--- config.mk ---
export PLATFORM = sky130hd
export DESIGN_NAME = phase_unwrap
export DESIGN_NICKNAME = d
export VERILOG_FILES = /design/src/rtl/core/phu_pkg.sv /design/src/rtl/core/phase_unwrap.sv /design/src/rtl/core/phu_residue.sv /design/src/rtl/core/phu_track.sv
export SDC_FILE = /design/constraint.sdc
export NUM_CORES = 1
export LEC_CHECK = 0
export ABC_AREA = 1
export BUFFER_PORTS_ARGS = -buffer_cell sky130_fd_sc_hd__buf_2
export CAP_MARGIN = 0
export CORE_MARGIN = 3
export CORE_UTILIZATION = 45
export DETAILED_ROUTE_END_ITERATION = 12
export HOLD_SLACK_MARGIN = 0.15
export MAX_ROUTING_LAYER = met4
export PLACE_DENSITY_LB_ADDON = 0.05
export SLEW_MARGIN = 20
export SYNTH_ARGS = -nofsm -noshare
export SYNTH_HDL_FRONTEND = slang
export SYNTH_HIERARCHICAL = 1
export SYNTH_SLANG_ARGS = --single-unit
--- constraint.sdc ---
create_clock -name clk -period 6.9 [get_ports clk]
set_input_delay 1.38 -clock clk [delete_from_list [all_inputs] [get_ports clk]]
set_output_delay 1.38 -clock clk [all_outputs]
set_load 0.01 [all_outputs]
--- src/rtl/core/phu_pkg.sv ---
// ----------------------------------------------------------------------------
// phu_pkg: shared constants and helpers for the phase unwrapper
// Default widths, the pi constant at 48 fraction bits, and the functions that
// round it to the working fraction width.
// ----------------------------------------------------------------------------
package phu_pkg;

	localparam int IN_WIDTH_DEF  = 16;
	localparam int OUT_WIDTH_DEF = 24;
	localparam int FRAC_BITS_DEF = 12;

	// pi * 2^48, rounded
	localparam longint PI_Q48 = 64'h0003_243F_6A88_85A3;

	// pi rounded to frac_bits fraction bits
	function automatic longint pi_q(input int frac_bits);
		return (PI_Q48 + (longint'(1) << (47 - frac_bits))) >> (48 - frac_bits);
	endfunction

	// bits needed to hold 2*pi (and so any residue below it)
	function automatic int res_width(input int frac_bits);
		return $clog2(2 * pi_q(frac_bits) + 1);
	endfunction

endpackage

--- src/rtl/core/phase_unwrap.sv ---
// Throughput: one beat per clock while the output is not stalled, held by
// updating the previous output and its residue together in the tracking
// stage.
// Reset clears all valid bits and marks the next sample as the first of a
// sequence; data registers are not reset.
// ----------------------------------------------------------------------------
// phase_unwrap: streaming phase unwrapper
// Reduces each wrapped phase sample modulo 2*pi, then shifts it by a whole
// multiple of 2*pi to land within pi of the previous output, saturating.
// ----------------------------------------------------------------------------
module phase_unwrap import phu_pkg::*; #(
	parameter int IN_WIDTH  = IN_WIDTH_DEF,
	parameter int OUT_WIDTH = OUT_WIDTH_DEF,
	parameter int FRAC_BITS = FRAC_BITS_DEF
) (
	input  logic                        clk,
	input  logic                        arst_n,
	input  logic                        in_valid,
	output logic                        in_stall,
	input  logic signed [IN_WIDTH-1:0]  phase_in,
	input  logic                        last_sample,
	output logic                        out_valid,
	input  logic                        out_stall,
	output logic signed [OUT_WIDTH-1:0] phase_out,
	output logic                        saturated
);

	localparam int DW = res_width(FRAC_BITS);

	logic                       res_valid, res_stall, res_last;
	logic signed [IN_WIDTH-1:0] res_x;
	logic [DW-1:0]              res_xr;

	phu_residue #(
		.IN_WIDTH  (IN_WIDTH),
		.FRAC_BITS (FRAC_BITS),
		.DW        (DW)
	) u_residue (
		.clk         (clk),
		.arst_n      (arst_n),
		.in_valid    (in_valid),
		.in_stall    (in_stall),
		.phase_in    (phase_in),
		.last_sample (last_sample),
		.res_valid   (res_valid),
		.res_stall   (res_stall),
		.x           (res_x),
		.xr          (res_xr),
		.last        (res_last)
	);

	phu_track #(
		.IN_WIDTH  (IN_WIDTH),
		.OUT_WIDTH (OUT_WIDTH),
		.FRAC_BITS (FRAC_BITS),
		.DW        (DW)
	) u_track (
		.clk       (clk),
		.arst_n    (arst_n),
		.res_valid (res_valid),
		.res_stall (res_stall),
		.x         (res_x),
		.xr        (res_xr),
		.last      (res_last),
		.out_valid (out_valid),
		.out_stall (out_stall),
		.phase_out (phase_out),
		.saturated (saturated)
	);

endmodule

--- src/rtl/core/phu_residue.sv ---
// ----------------------------------------------------------------------------
// phu_residue: input phase modulo 2*pi
// Four-stage pipeline that registers the input beat and reduces it modulo
// 2*pi through a reciprocal multiply, a constant multiply and two folds.
// ----------------------------------------------------------------------------
module phu_residue import phu_pkg::*; #(
	parameter int IN_WIDTH  = IN_WIDTH_DEF,
	parameter int FRAC_BITS = FRAC_BITS_DEF,
	parameter int DW        = res_width(FRAC_BITS)
) (
	input  logic                        clk,
	input  logic                        arst_n,
	input  logic                        in_valid,
	output logic                        in_stall,
	input  logic signed [IN_WIDTH-1:0]  phase_in,
	input  logic                        last_sample,
	output logic                        res_valid,
	input  logic                        res_stall,
	output logic signed [IN_WIDTH-1:0]  x,
	output logic [DW-1:0]               xr,
	output logic                        last
);

	localparam longint PI_L = pi_q(FRAC_BITS);
	localparam longint D_L  = 2 * PI_L;
	localparam int     RW   = DW + 1;
	localparam int     S    = IN_WIDTH + DW;
	localparam int     MW   = IN_WIDTH + 1;
	localparam int     PW   = IN_WIDTH + MW;
	localparam int     QW   = (IN_WIDTH - DW + 1 > 1) ? IN_WIDTH - DW + 1 : 1;
	localparam int     EW   = (IN_WIDTH > DW) ? IN_WIDTH + 1 : DW + 1;
	localparam longint M_L  = (longint'(1) << S) / D_L;
	localparam longint C_L  = (longint'(1) << (IN_WIDTH - 1)) % D_L;

	localparam logic [MW-1:0] M_V  = MW'(M_L);
	localparam logic [EW-1:0] D_E  = EW'(D_L);
	localparam logic [RW-1:0] D_R  = RW'(D_L);
	localparam logic [RW-1:0] D2_R = RW'(2 * D_L);
	localparam logic [RW-1:0] C_R  = RW'(C_L);
	localparam logic [RW-1:0] DC_R = RW'(D_L - C_L);

	logic                       v_s1, v_s2, v_s3, v_s4;
	logic                       en1, en2, en3, en4;
	logic signed [IN_WIDTH-1:0] x_s1, x_s2, x_s3, x_s4;
	logic                       last_s1, last_s2, last_s3, last_s4;
	logic [PW-1:0]              prod_s2;
	logic [RW-1:0]              rem0_s3;
	logic [DW-1:0]              xr_s4;

	logic [IN_WIDTH-1:0]        u1, u2;
	logic [PW-1:0]              prod_c, prod_sh;
	logic [QW-1:0]              q_c;
	logic [EW-1:0]              qd_c, rem_c;
	logic [RW-1:0]              rem1_c, xr_c;

	assign en4      = !v_s4 || !res_stall;
	assign en3      = !v_s3 || en4;
	assign en2      = !v_s2 || en3;
	assign en1      = !v_s1 || en2;
	assign in_stall = !en1;

	// offset binary so the reduction works on an unsigned value
	assign u1 = {~x_s1[IN_WIDTH-1], x_s1[IN_WIDTH-2:0]};
	assign u2 = {~x_s2[IN_WIDTH-1], x_s2[IN_WIDTH-2:0]};

	assign prod_c = PW'(u1) * PW'(M_V);

	// quotient estimate is exact or one low
	assign prod_sh = prod_s2 >> S;
	assign q_c     = prod_sh[QW-1:0];
	assign qd_c    = EW'(q_c) * D_E;
	assign rem_c   = EW'(u2) - qd_c;

	// fold into [0, 2pi) and remove the offset-binary bias
	assign rem1_c = (rem0_s3 >= D_R) ? rem0_s3 - D_R : rem0_s3;
	assign xr_c   = (rem1_c >= C_R) ? rem1_c - C_R : rem1_c + DC_R;

	always_ff @(posedge clk or negedge arst_n) begin
		if (!arst_n) begin
			v_s1 <= 1'b0;
			v_s2 <= 1'b0;
			v_s3 <= 1'b0;
			v_s4 <= 1'b0;
		end else begin
			if (en1) v_s1 <= in_valid;
			if (en2) v_s2 <= v_s1;
			if (en3) v_s3 <= v_s2;
			if (en4) v_s4 <= v_s3;
		end
	end

	always_ff @(posedge clk) begin
		if (en1) begin
			x_s1    <= phase_in;
			last_s1 <= last_sample;
		end
		if (en2) begin
			x_s2    <= x_s1;
			last_s2 <= last_s1;
			prod_s2 <= prod_c;
		end
		if (en3) begin
			x_s3    <= x_s2;
			last_s3 <= last_s2;
			rem0_s3 <= rem_c[RW-1:0];
		end
		if (en4) begin
			x_s4    <= x_s3;
			last_s4 <= last_s3;
			xr_s4   <= xr_c[DW-1:0];
		end
	end

	assign res_valid = v_s4;
	assign x         = x_s4;
	assign xr        = xr_s4;
	assign last      = last_s4;

	a_rem_bound: assert property (@(posedge clk) disable iff (!arst_n)
		v_s3 |-> rem0_s3 < D2_R)
		else $error("reduction remainder not below 4*pi");

	a_res_bound: assert property (@(posedge clk) disable iff (!arst_n)
		v_s4 |-> {1'b0, xr_s4} < D_R)
		else $error("residue not below 2*pi");

	a_stall_full: assert property (@(posedge clk) disable iff (!arst_n)
		in_stall |-> (v_s1 && v_s2 && v_s3 && v_s4 && res_stall))
		else $error("input stalled with room in the pipeline");

endmodule

--- src/rtl/core/phu_track.sv ---
// ----------------------------------------------------------------------------
// phu_track: unwrap against the previous output
// Keeps the previous output and its residue modulo 2*pi, picks the step that
// lands within pi of it, saturates and holds the result beat.
// ----------------------------------------------------------------------------
module phu_track import phu_pkg::*; #(
	parameter int IN_WIDTH  = IN_WIDTH_DEF,
	parameter int OUT_WIDTH = OUT_WIDTH_DEF,
	parameter int FRAC_BITS = FRAC_BITS_DEF,
	parameter int DW        = res_width(FRAC_BITS)
) (
	input  logic                        clk,
	input  logic                        arst_n,
	input  logic                        res_valid,
	output logic                        res_stall,
	input  logic signed [IN_WIDTH-1:0]  x,
	input  logic [DW-1:0]               xr,
	input  logic                        last,
	output logic                        out_valid,
	input  logic                        out_stall,
	output logic signed [OUT_WIDTH-1:0] phase_out,
	output logic                        saturated
);

	localparam longint PI_L   = pi_q(FRAC_BITS);
	localparam longint D_L    = 2 * PI_L;
	localparam int     RW     = DW + 1;
	localparam int     MX     = (IN_WIDTH > OUT_WIDTH) ? IN_WIDTH : OUT_WIDTH;
	localparam int     LW     = ((MX > DW) ? MX : DW) + 2;
	localparam longint OMAX_L = (longint'(1) << (OUT_WIDTH - 1)) - 1;
	localparam longint OMIN_L = -OMAX_L - 1;
	localparam longint RMAX_L = OMAX_L % D_L;
	localparam longint RMIN_L = ((OMIN_L % D_L) + D_L) % D_L;

	localparam logic [RW-1:0]        D_R    = RW'(D_L);
	localparam logic [RW-1:0]        PI_R   = RW'(PI_L);
	localparam logic signed [LW-1:0] PI_S   = LW'(PI_L);
	localparam logic signed [LW-1:0] D_S    = LW'(D_L);
	localparam logic signed [LW-1:0] OMAX_S = LW'(OMAX_L);
	localparam logic signed [LW-1:0] OMIN_S = LW'(OMIN_L);
	localparam logic [DW-1:0]        RMAX_V = DW'(RMAX_L);
	localparam logic [DW-1:0]        RMIN_V = DW'(RMIN_L);

	logic                        out_valid_q, saturated_q, have_prev_q;
	logic signed [OUT_WIDTH-1:0] phase_out_q;
	logic [DW-1:0]               rho_q;

	logic                        ld;
	logic signed [LW-1:0]        xe, pe, d, r, y, y_c;
	logic [RW-1:0]               tt, t;
	logic                        sat;
	logic [DW-1:0]               rho_n;

	assign res_stall = out_valid_q && out_stall;
	assign ld        = res_valid && !res_stall;

	// the output register doubles as the previous-output state
	assign xe = LW'(x);
	assign pe = LW'(phase_out_q);
	assign d  = xe - pe;

	// (x - prev) mod 2pi from the two residues
	assign tt = {1'b0, xr} - {1'b0, rho_q};
	assign t  = tt[RW-1] ? tt + D_R : tt;

	always_comb begin
		if (t < PI_R) begin
			r = LW'(t);
		end else if (t > PI_R) begin
			r = LW'(t) - D_S;
		end else if (d == PI_S) begin
			// distance exactly pi: one step toward prev
			r = -PI_S;
		end else if (d == -PI_S) begin
			r = PI_S;
		end else if (d[LW-1]) begin
			r = -PI_S;
		end else begin
			r = PI_S;
		end
	end

	assign y = have_prev_q ? pe + r : xe;

	always_comb begin
		if (y > OMAX_S) begin
			y_c   = OMAX_S;
			sat   = 1'b1;
			rho_n = RMAX_V;
		end else if (y < OMIN_S) begin
			y_c   = OMIN_S;
			sat   = 1'b1;
			rho_n = RMIN_V;
		end else begin
			y_c   = y;
			sat   = 1'b0;
			rho_n = xr;
		end
	end

	always_ff @(posedge clk or negedge arst_n) begin
		if (!arst_n) begin
			out_valid_q <= 1'b0;
			have_prev_q <= 1'b0;
		end else begin
			if (ld) begin
				out_valid_q <= 1'b1;
				have_prev_q <= !last;
			end else if (!out_stall) begin
				out_valid_q <= 1'b0;
			end
		end
	end

	always_ff @(posedge clk) begin
		if (ld) begin
			phase_out_q <= y_c[OUT_WIDTH-1:0];
			saturated_q <= sat;
			rho_q       <= rho_n;
		end
	end

	assign out_valid = out_valid_q;
	assign phase_out = phase_out_q;
	assign saturated = saturated_q;

	a_sat_rail: assert property (@(posedge clk) disable iff (!arst_n)
		(out_valid_q && saturated_q) |-> (pe == OMAX_S || pe == OMIN_S))
		else $error("saturated beat not on a rail");

	a_seq_flag: assert property (@(posedge clk) disable iff (!arst_n)
		ld |=> (out_valid_q && (have_prev_q == !$past(last))))
		else $error("sequence flag or result valid not updated on load");

	a_within_pi: assert property (@(posedge clk) disable iff (!arst_n)
		(ld && have_prev_q && !sat) |=>
			((pe - $past(pe) <= PI_S) && (pe - $past(pe) >= -PI_S)))
		else $error("unwrapped step larger than pi");

endmodule

==> results.ini <==
[outcome]
outcome=completed

[clocking]
cts_sinks=141
clkTransAtPathRegs_ns=0.06
tritoncts=yes
cts_max_path_buffers=2
htree_levels=4
root_buffer=clkbuf_16
numCtsBuffers=17
insertion_delay_ns=0.42

[critical_path]
path_max_fanout=15
crit_top_cell=nand2_1
max_stage_delay_ns=0.46
end_kind=register
worst_path_max_delay_cell=nor4_1
cp_data_required_time_ns=7.08
path_buf_inv=5
worstSetupStartpointType=register
crit_type=register to register
reg2reg_slack_ns=0.74
crit_family=simple AND/OR/NAND/NOR gates
worst_ep_arrival_time_ns=6.34

[placed_design]
gp_congestion=0.969
port-buffer-count=47
place_hpwl_um=33800

[grt]
grt_pass1_wl_um=65200
grt_max_degree=37
grt_use_total_pct=22.1
first_global_vias=12400
grt_overflow=0
antenna_found_initial=0

[synth]
synthTopCellsByArea=edfxtp_1 26%, ha_1 16%, nand2_1 12%
synth_nets=2307
synthesis.area_um2=15900
syn_area_per_cell_um2=7.95
yosys_warnings=6
ys_ff_latch=141
synth.distinct_cells=49
ys_seq_area_share_pct=26.5
synthesis.instances=1995
synth_top_cell_area_share_pct=25.6
yosysTopAreaCell=edfxtp_1

[floorplan]
rows=68
start_util_pct=45.8
fp.dieW_um=194
die_h_um=194
die-area_um2=37500
core_area_um2=34600
io_pins=48

[cells_and_area]
antenna_cells=0
fin_nets=2356
final_cell_mix=494 x nand2_1, 346 x inv_1, 203 x ha_1, 135 x nor2_1, 135 x edfxtp_1
nFillCells=3420
syn2layout_area_growth_pct=8.08
final_common_cell=nand2_1
drive_above_1_share_pct=9.09

[job]
maxCapViolations=0

[timing]
fin_crit_ns=6.16
finalSetupViolCount=0
hold_violations=0
rsz0062_at_grt=no
fin_setup_tns_ns=0
drv_slew=0
fin_crit_sh_pct=89.3
relSlewSlack_pct=43.8
max_freq_mhz=162
tightest_slew_ns=0.842
fin_skew_ns=0.00964

[route]
wirelength_um=39900
vias_per_cell=5.08
vias=12800
route.detailed.wl_per_inst_um=15.9
drt_iter0_drc=767
ant_nets=0
first_pass_iters=5
drc_errors=0

[hold_path]
hold_path_class=register to register

-- worst paths after layout --
path,depth (start not counted),endpoint,from
max in group asynchronous,1,u_residue/v_s3,arst_n
worst min-delay path,0,u_residue/x_s3[1],u_residue/x_s2[1]
min in group asynchronous,1,u_track/have_prev_q,arst_n
worst min register to register,0,u_residue/x_s3[1],u_residue/x_s2[1]
worst max-delay path,35,u_track/rho_q[4],u_residue/x[0]
worst max register to register,35,u_track/rho_q[4],u_residue/x[0]
-- synth_stat cells (all sizes together) --
cell,instances
nand2,526
inv,368
ha,203
nor2,150
edfxtp,135
nand3,132
a21oi,96
fa,88
o21ai,64
xor2,57
nand4,38
o211ai,26
xnor2,16
clkbuf,13
nor3,13
buf,11
or2,9
a21o,8
o21bai,8
nand3b,7
nor4,7
dfrtp,6
clkinv,3
nor3b,3
a211oi,2
a21boi,1
a31oi,1
and2,1
o2111ai,1
o211a,1
o21a,1
-- metal layers --
metal,vias up,routed length [um],global-route usage (%)
li1,6588,-,-
met1,5944,19600,30.7
met2,200,18500,35.2
met3,33,1270,2.68
met4,0,534,4.80
met5,-,0,-
-- cell type report --
class / instances / area (um^2) / area share [%]
clock inverter: 14 / 111 / 0.650
inverter: 371 / 1390 / 8.12
timing repair buffer: 54 / 300 / 1.75
tap: 455 / 569 / 3.32
multi-input combinational: 1459 / 10100 / 59.1
sequential: 141 / 4200 / 24.5
clock buffer: 18 / 439 / 2.56
-- through the flow --
stage | hold WS (ns) | instance area, um^2 | setup WS (ns) | utilization (%) | std cells
2_1_floorplan | 0.394 | 15900 | 1.54 | - | 1995
6_report | 0.407 | 17100 | 0.737 | 49.5 | 2512
4_1_cts | 0.413 | 17100 | 0.324 | 49.5 | 2512
5_1_grt | 0.421 | 17100 | 0.0933 | 49.5 | 2512
3_5_place_dp | 0.405 | 16600 | 0.374 | 47.9 | 2480
3_3_place_gp | 0.400 | 16600 | 0.496 | 47.8 | 2479
-- registers in the layout (all words and copies together), names as in the netlist, 2 cells and up --
register,flops
u_residue/prod_s2,2
u_residue/x,16
u_residue/x_s3,16
u_residue/x_s1,16
u_residue/x_s2,16
u_track/phase_out,24
u_residue/xr,12
u_residue/rem0_s3,13
u_track/rho_q,15
-- logic make-up (layout without fill, tap and decap cells) --
logic type      Yosys count  count (layout)  share of synthesized area [%]
buf+inv                 395             457                           9.74
compound gates          209             209                           7.74
xor+xnor                 73              73                           4.17
flops                   141             141                           26.5
simple gates            886             886                           24.7
fa+ha+maj               291             291                           27.1
-- what timing repair did --
item                                   4_1_cts  5_1_grt
endpoints found under the hold margin        0        0
resized for setup                            0        2
hold buffers                                 0        0
setup endpoints to repair                    0       19
setup buffers                                0        0
Power is not shown: default switching activity piles up to over one toggle a cycle in this logic, so the estimate is an artifact.
